`src/rtl/core/iac_pkg.sv`:
```
// shared types, constants and a helper function for the attitude filter
`timescale 1ns / 1ps
package iac_pkg;

	localparam int SAMPLE_BITS  = 16;
	localparam int CORDIC_STEPS = 16;
	localparam int TABLE_LEN    = 32;
	localparam int STEP_W       = 5;
	localparam int CFG_W        = 17;
	localparam int ANG_W        = 32;
	localparam int MUL_W        = 33;
	localparam int PROD_W       = 2 * MUL_W;
	localparam int MAG_W        = (SAMPLE_BITS + 2 > CFG_W) ? SAMPLE_BITS + 2 : CFG_W;
	localparam int SQ_W         = 2 * SAMPLE_BITS + 16;
	localparam int SQRT_TOP     = 2 * SAMPLE_BITS + 14;
	localparam int SQRT_STEPS   = SAMPLE_BITS + 8;
	localparam int RAW_W        = SAMPLE_BITS + 9;
	localparam int CW           = RAW_W + 19;
	localparam int Q16_ONE      = 65536;

	localparam logic signed [PROD_W-1:0] RND_HALF = PROD_W'(32768);
	localparam logic signed [ANG_W-1:0]  Z_90     = ANG_W'(90 * Q16_ONE);

	localparam logic signed [ANG_W-1:0] ATAN_TAB [TABLE_LEN] = '{
		32'sd2949120, 32'sd1740967, 32'sd919879, 32'sd466945,
		32'sd234379, 32'sd117304, 32'sd58666, 32'sd29335,
		32'sd14668, 32'sd7334, 32'sd3667, 32'sd1833,
		32'sd917, 32'sd458, 32'sd229, 32'sd115,
		32'sd57, 32'sd29, 32'sd14, 32'sd7,
		32'sd4, 32'sd2, 32'sd1, 32'sd0,
		32'sd0, 32'sd0, 32'sd0, 32'sd0,
		32'sd0, 32'sd0, 32'sd0, 32'sd0
	};

	localparam logic [1:0] REG_GAIN   = 2'd0;
	localparam logic [1:0] REG_MAG_LO = 2'd1;
	localparam logic [1:0] REG_MAG_HI = 2'd2;
	localparam logic [1:0] REG_BLEND  = 2'd3;

	localparam logic [1:0] AXIS_PITCH = 2'd0;
	localparam logic [1:0] AXIS_ROLL  = 2'd1;
	localparam logic [1:0] AXIS_YAW   = 2'd2;

	typedef struct packed {
		logic signed [SAMPLE_BITS-1:0] gyro_x;
		logic signed [SAMPLE_BITS-1:0] gyro_y;
		logic signed [SAMPLE_BITS-1:0] gyro_z;
		logic signed [SAMPLE_BITS-1:0] accel_x;
		logic signed [SAMPLE_BITS-1:0] accel_y;
		logic signed [SAMPLE_BITS-1:0] accel_z;
	} in_t;

	typedef struct packed {
		logic signed [ANG_W-1:0] pitch_out;
		logic signed [ANG_W-1:0] roll_out;
		logic signed [ANG_W-1:0] yaw_out;
		logic                    corrected;
	} out_t;

	typedef enum logic [3:0] {
		OP_NONE, OP_LOAD, OP_GMUL, OP_GADD, OP_SQX, OP_SQZ, OP_SQI, OP_SQS,
		OP_CINIT, OP_CSTEP, OP_BMA, OP_BMB, OP_BSUM, OP_OUT
	} op_t;

	typedef struct packed {
		op_t               op;
		logic [1:0]        axis;
		logic [STEP_W-1:0] step;
	} cmd_t;

	typedef struct packed {
		logic corr;
	} stat_t;

	function automatic logic signed [ANG_W-1:0] sat32(input logic signed [PROD_W-1:0] v);
		logic [PROD_W-ANG_W:0] top;
		top = v[PROD_W-1:ANG_W-1];
		if (&top || ~|top) begin
			return v[ANG_W-1:0];
		end
		return v[PROD_W-1] ? {1'b1, {(ANG_W-1){1'b0}}} : {1'b0, {(ANG_W-1){1'b1}}};
	endfunction

endpackage

```
`src/rtl/core/iac_ctrl.sv`:
```
// sequencing state machine for the attitude filter
`timescale 1ns / 1ps
module iac_ctrl
	import iac_pkg::*;
(
	input  logic  clk,
	input  logic  arst_n,
	input  logic  in_valid,
	output logic  in_ready,
	output logic  out_valid,
	input  logic  out_ready,
	input  stat_t stat,
	output cmd_t  cmd
);

	typedef enum logic [13:0] {
		S_IDLE   = 14'b00000000000001,
		S_GMUL   = 14'b00000000000010,
		S_GADD   = 14'b00000000000100,
		S_CHECK  = 14'b00000000001000,
		S_SQX    = 14'b00000000010000,
		S_SQZ    = 14'b00000000100000,
		S_SQI    = 14'b00000001000000,
		S_SQS    = 14'b00000010000000,
		S_CINIT  = 14'b00000100000000,
		S_CSTEP  = 14'b00001000000000,
		S_BMA    = 14'b00010000000000,
		S_BMB    = 14'b00100000000000,
		S_BSUM   = 14'b01000000000000,
		S_DONE   = 14'b10000000000000
	} state_t;

	state_t            state_q, state_d;
	logic [1:0]        axis_q, axis_d;
	logic [STEP_W-1:0] step_q, step_d;
	logic              out_valid_q, out_valid_d;
	op_t               op;

	assign in_ready  = (state_q == S_IDLE);
	assign out_valid = out_valid_q;
	assign cmd       = '{op: op, axis: axis_q, step: step_q};

	always_comb begin
		state_d     = state_q;
		axis_d      = axis_q;
		step_d      = step_q;
		out_valid_d = out_valid_q && !out_ready;
		op          = OP_NONE;
		case (state_q)
			S_IDLE: begin
				if (in_valid) begin
					op      = OP_LOAD;
					axis_d  = AXIS_PITCH;
					state_d = S_GMUL;
				end
			end
			S_GMUL: begin
				op      = OP_GMUL;
				state_d = S_GADD;
			end
			S_GADD: begin
				op = OP_GADD;
				if (axis_q == AXIS_YAW) begin
					state_d = S_CHECK;
				end else begin
					axis_d  = axis_q + 2'd1;
					state_d = S_GMUL;
				end
			end
			S_CHECK: begin
				state_d = stat.corr ? S_SQX : S_DONE;
			end
			S_SQX: begin
				op      = OP_SQX;
				state_d = S_SQZ;
			end
			S_SQZ: begin
				op      = OP_SQZ;
				state_d = S_SQI;
			end
			S_SQI: begin
				op      = OP_SQI;
				step_d  = '0;
				state_d = S_SQS;
			end
			S_SQS: begin
				op     = OP_SQS;
				step_d = step_q + 1'b1;
				if (step_q == STEP_W'(SQRT_STEPS - 1)) begin
					axis_d  = AXIS_PITCH;
					state_d = S_CINIT;
				end
			end
			S_CINIT: begin
				op      = OP_CINIT;
				step_d  = '0;
				state_d = S_CSTEP;
			end
			S_CSTEP: begin
				op     = OP_CSTEP;
				step_d = step_q + 1'b1;
				if (step_q == STEP_W'(CORDIC_STEPS - 1)) begin
					state_d = S_BMA;
				end
			end
			S_BMA: begin
				op      = OP_BMA;
				state_d = S_BMB;
			end
			S_BMB: begin
				op      = OP_BMB;
				state_d = S_BSUM;
			end
			S_BSUM: begin
				op = OP_BSUM;
				if (axis_q == AXIS_YAW) begin
					state_d = S_DONE;
				end else begin
					axis_d  = axis_q + 2'd1;
					state_d = S_CINIT;
				end
			end
			S_DONE: begin
				if (!out_valid_q || out_ready) begin
					op          = OP_OUT;
					out_valid_d = 1'b1;
					state_d     = S_IDLE;
				end
			end
			default: begin
				state_d = S_IDLE;
			end
		endcase
	end

	always_ff @(posedge clk or negedge arst_n) begin
		if (!arst_n) begin
			state_q     <= S_IDLE;
			axis_q      <= '0;
			step_q      <= '0;
			out_valid_q <= 1'b0;
		end else begin
			state_q     <= state_d;
			axis_q      <= axis_d;
			step_q      <= step_d;
			out_valid_q <= out_valid_d;
		end
	end

	a_load_starts: assert property (@(posedge clk) disable iff (!arst_n)
		(in_valid && in_ready) |=> (state_q == S_GMUL))
		else $error("accepted request did not start gyro pass");

	a_done_emits: assert property (@(posedge clk) disable iff (!arst_n)
		(state_q == S_DONE && (!out_valid_q || out_ready)) |=> (out_valid_q && in_ready))
		else $error("finished request not presented");

	a_axis_range: assert property (@(posedge clk) disable iff (!arst_n)
		(state_q != S_IDLE) |-> (axis_q != 2'd3))
		else $error("axis index out of range");

	a_no_overwrite: assert property (@(posedge clk) disable iff (!arst_n)
		(out_valid_q && !out_ready) |=> out_valid_q)
		else $error("pending result dropped");

endmodule

```
`config.mk`:
```
export PLATFORM = sky130hd
export DESIGN_NAME = iac_ctrl
export DESIGN_NICKNAME = d
export VERILOG_FILES = /design/src/rtl/core/iac_pkg.sv /design/src/rtl/core/iac_ctrl.sv
export SDC_FILE = /design/constraint.sdc
export NUM_CORES = 1
export LEC_CHECK = 0
export BUFFER_PORTS_ARGS = -buffer_cell sky130_fd_sc_hd__buf_2
export CAP_MARGIN = 10
export CELL_PAD_IN_SITES_DETAIL_PLACEMENT = 0
export CELL_PAD_IN_SITES_GLOBAL_PLACEMENT = 1
export CORE_ASPECT_RATIO = 0.8
export CORE_MARGIN = 2
export CORE_UTILIZATION = 45
export DETAILED_ROUTE_END_ITERATION = 16
export PLACE_DENSITY = 0.78
export SYNTH_ARGS = -nofsm -noshare
export SYNTH_HDL_FRONTEND = slang
export SYNTH_SLANG_ARGS = --single-unit
```
`constraint.sdc`:
```
create_clock -name clk -period 2 [get_ports clk]
set_input_delay 0 -clock clk [delete_from_list [all_inputs] [get_ports clk]]
set_output_delay 0 -clock clk [all_outputs]
set_load 0.01 [all_outputs]
```
==> metrics.md <==
| Metric | Value |
|---|---|
| Worst Hold End | `out_valid` |
| GRT Util Overall | `22.7%` |
| DP Worst Slack | `-38.4 ps` |
| Post-synth EDFFs | `0` |
| Vias in the first global route | `1437` |
| Clk buf depth | `2` |
| Slew @ Worst Pin | `535 ps` |
| Vias after detailed routing | `1466` |
| Clock root buffer | `clkbuf_8` |
| First-pass GRT wire length | `6930 um` |
| PwrDens | `717 nW/um^2` |
| # DRC | `0` |
| R2R Setup Slk | `-30 ps` |
| Clk_skew | `5.91 ps` |
| Area of the core | `3380 um^2` |
| Synth Register Bits | `22` |
| Detailed-route wire length per cell | `16.8 um` |
| Fraction of layout cells with a size suffix above 1 | `51.4%` |
| Die H | `56.5 um` |
| Area Overhead vs Synth | `38.3%` |
| Power Internal | `0.990 mW` |
| Final Instance Area | `2140 um^2` |
| TritonRoute pass-1 iters | `8` |
| Synth Instances | `154` |
| Final min period | `2120 ps` |
| Buf/Inv on CP | `1` |
| Drt total wl | `4310 um` |
| Antenna violations before repair | `0` |
| Post-synthesis cell area | `1550 um^2` |
| Drt initial violations | `91` |
| Avg Inst Size Synth | `10.1 um^2` |
| P_sw | `0.546 mW` |
| Crit. End Element | `output port` |
| Combinational power share | `42.9%` |
| Via-per-instance ratio | `5.73` |
| Number of I/O pins | `18` |
| Flop pwr share | `35.4%` |
| Final period util | `106%` |
| Worst Hold Class | `in -> reg` |
| Synthesis Warnings | `0` |
| Placed cells | `226` |
| Failing checks | `negative setup slack` |
| Final setup violation count | `4` |
| Initial Utilization | `45.9%` |
| Clock share of power | `21.7%` |
| PortBufs | `17` |
| RR Startpoint | `state_q[6]` |
| Startpoint Class | `register` |
| Commonest non-fill, non-tap cell in the layout | `buf_4` |
| Most frequent cells in the layout | `buf_4 (42), buf_2 (17), dfrtp_1 (12)` |
| CP max stage delay | `540 ps` |
| Seq/Total Area, Yosys | `35.6%` |
| WHS | `145 ps` |
| Crit-path slowest cell | `nor4_4` |
| Main flop type after synthesis | `dfrtp_1` |
| CP Data Arrival Time | `2120 ps` |
| Total gr overflow | `0` |
| Final setup TNS | `-358 ps` |
| Max VDD drop | `601 uV` |
| Final cell count without fillers | `256` |
| Crit path max-delay family | `simple AND/OR/NAND/NOR gates` |
| Worst skew pair latency | `270 ps` |
| Die Wd | `69.6 um` |
| Die ar. | `3930 um^2` |
| Peak fanout along the critical path | `6` |
| Sw Ratio | `35.6%` |
| Critical-path cell list | `nor4_4, nand3_2, nor3b_1, or4_4, a211o_1, buf_2` |
| Hold depth | `3` |
| Final core utilization | `63.5%` |
| Rows | `19` |
| Outcome | `finished with violations` |
| Final Hold Viols | `0` |
| Final GP Congestion | `0.860` |
| Largest net degree at the start of global routing | `23` |
| Max_cap viols | `0` |
| Final Total Pwr | `1.54 mW` |
| R2R depth | `7` |
| Max Slew Vio Count | `0` |
| Placed cell area | `1780 um^2` |
| Syn_nets | `162` |
| CP Class | `reg -> out` |
| Clock sink count | `22` |
| N_diodes | `0` |
| Crit path required time | `2000 ps` |
| Worst-path clk slew | `90 ps` |
| Max_slew headroom | `63.8%` |
| Max Clk Rate | `471 MHz` |
| Ys async rst share | `100%` |
| WP depth | `6` |
| Leakage | `1.01 nW` |
| Min-Delay Startpoint | `out_ready` |
| Final #Nets | `223` |
| Synth cell types | `61` |
| CTS tree | `built` |
| RSZ-0062 raised after global routing | `true` |
| Antenna viol nets, final | `0` |
| Crit Reg-Reg Endpoint | `step_q[2]` |
| Filler cells | `284` |
| Inserted Clock Buffers | `3` |
| Dpl hpwl | `2850 um` |
| Setup slack after layout | `-123 ps` |
| CTS H-tree lvls | `1` |
==> power by group through the flow <==
stage | clock [mW] | combinational [mW] | sequential [mW]
3_5_place_dp | 0 | 0.551 | 0.552
6_report | 0.333 | 0.658 | 0.544
5_1_grt | 0.354 | 0.713 | 0.551
2_1_floorplan | 0 | 0.394 | 0.537
3_3_place_gp | 0 | 0.550 | 0.549
4_1_cts | 0.334 | 0.649 | 0.545
==> layout make-up <==
cell class                      count  area (um^2)  share of cell area [%]
Tap cell                           42         52.6                    2.45
Clock buffer                        4         55.1                    2.57
Multi-Input combinational cell    119         1000                    46.7
Inverter                            5         18.8                   0.876
Sequential cell                    22          563                    26.3
Timing Repair Buffer               64          453                    21.1
==> flip-flops by register name (all words and copies together) (netlist names) <==
register and count:
state_q 14, step_q 5, axis_q 2, out_valid 1
==> cell families after synthesis <==
family / Yosys count / share of synthesized area [%]
AND/OR/NAND/NOR: 77 / 35.3
AO/OA/AOI/OAI: 32 / 17.0
flip-flops: 22 / 35.6
buffers and inverters: 13 / 5.57
XOR/XNOR: 5 / 2.83
adder cells (fa/ha/maj): 3 / 2.42
multiplexers: 2 / 1.37
==> Yosys cell counts (2+ instances only) <==
master    number  share of area (%)
o21a_1         3                1.5
ha_1           3                2.4
inv_1          5                1.2
nand3_1        7                2.3
nor2_1         8                1.9
nor4b_1        6                3.4
nor3_1         3               0.97
nor4_4         3                4.1
or4_4          2                1.5
nand2b_1       2               0.81
nor3_2         2                1.3
buf_6          4                2.9
and3_1         6                2.4
buf_2          2               0.65
or4_1          2               0.97
nor3b_2        2                1.6
or2_2          2               0.81
a22o_1         2                1.1
nand4_1        3                1.2
a21o_1         2               0.97
o21ai_2        2                1.1
dfrtp_1       21                 34
o21ai_0        9                2.9
xnor2_1        2                1.1
nand2_1       10                2.4
nor3b_1        4                1.9
xor2_1         3                1.7
==> worst register-to-register path: cells and delay by family, from the launching register on <==
family | cells | cell delay [ps]
compound gates | 3 | 450
simple gates | 2 | 790
flops | 1 | 450
buf+inv | 2 | 240
==> layer usage <==
| metal | vias to the layer above | wire length (um) | part of all wire [%] | GRT usage, % |
|---|---|---|---|---|
| met3 | 11 | 328 | 7.6 | 5.21 |
| met5 | - | 0 | 0 | 0 |
| met2 | 56 | 2100 | 49 | 38.7 |
| li1 | 702 | - | - | - |
| met1 | 697 | 1820 | 42 | 30.3 |
| met4 | 0 | 61 | 1.4 | 3.85 |
==> worst max path at each step <==
stage	from	slack [ps]	end
CTS	state_q[2]	-80	cmd[7]
global placement	state_q[5]	50	cmd[10]
detailed placement	state_q[5]	-40	cmd[10]
finish	state_q[2]	-120	cmd[7]
floorplan	state_q[10]	190	step_q[2]
global route	state_q[2]	-190	cmd[7]
==> repair_timing <==
action / 4_1_cts / 5_1_grt
hold buffers: 3 / 0
setup endpoints to repair: 3 / 11
hold endpoints to repair: 23 / 0
buffers inserted: 21 / 2
gates resized for setup: 22 / 8
pin swaps: 7 / 6
Power figures use the tool's default switching activity.
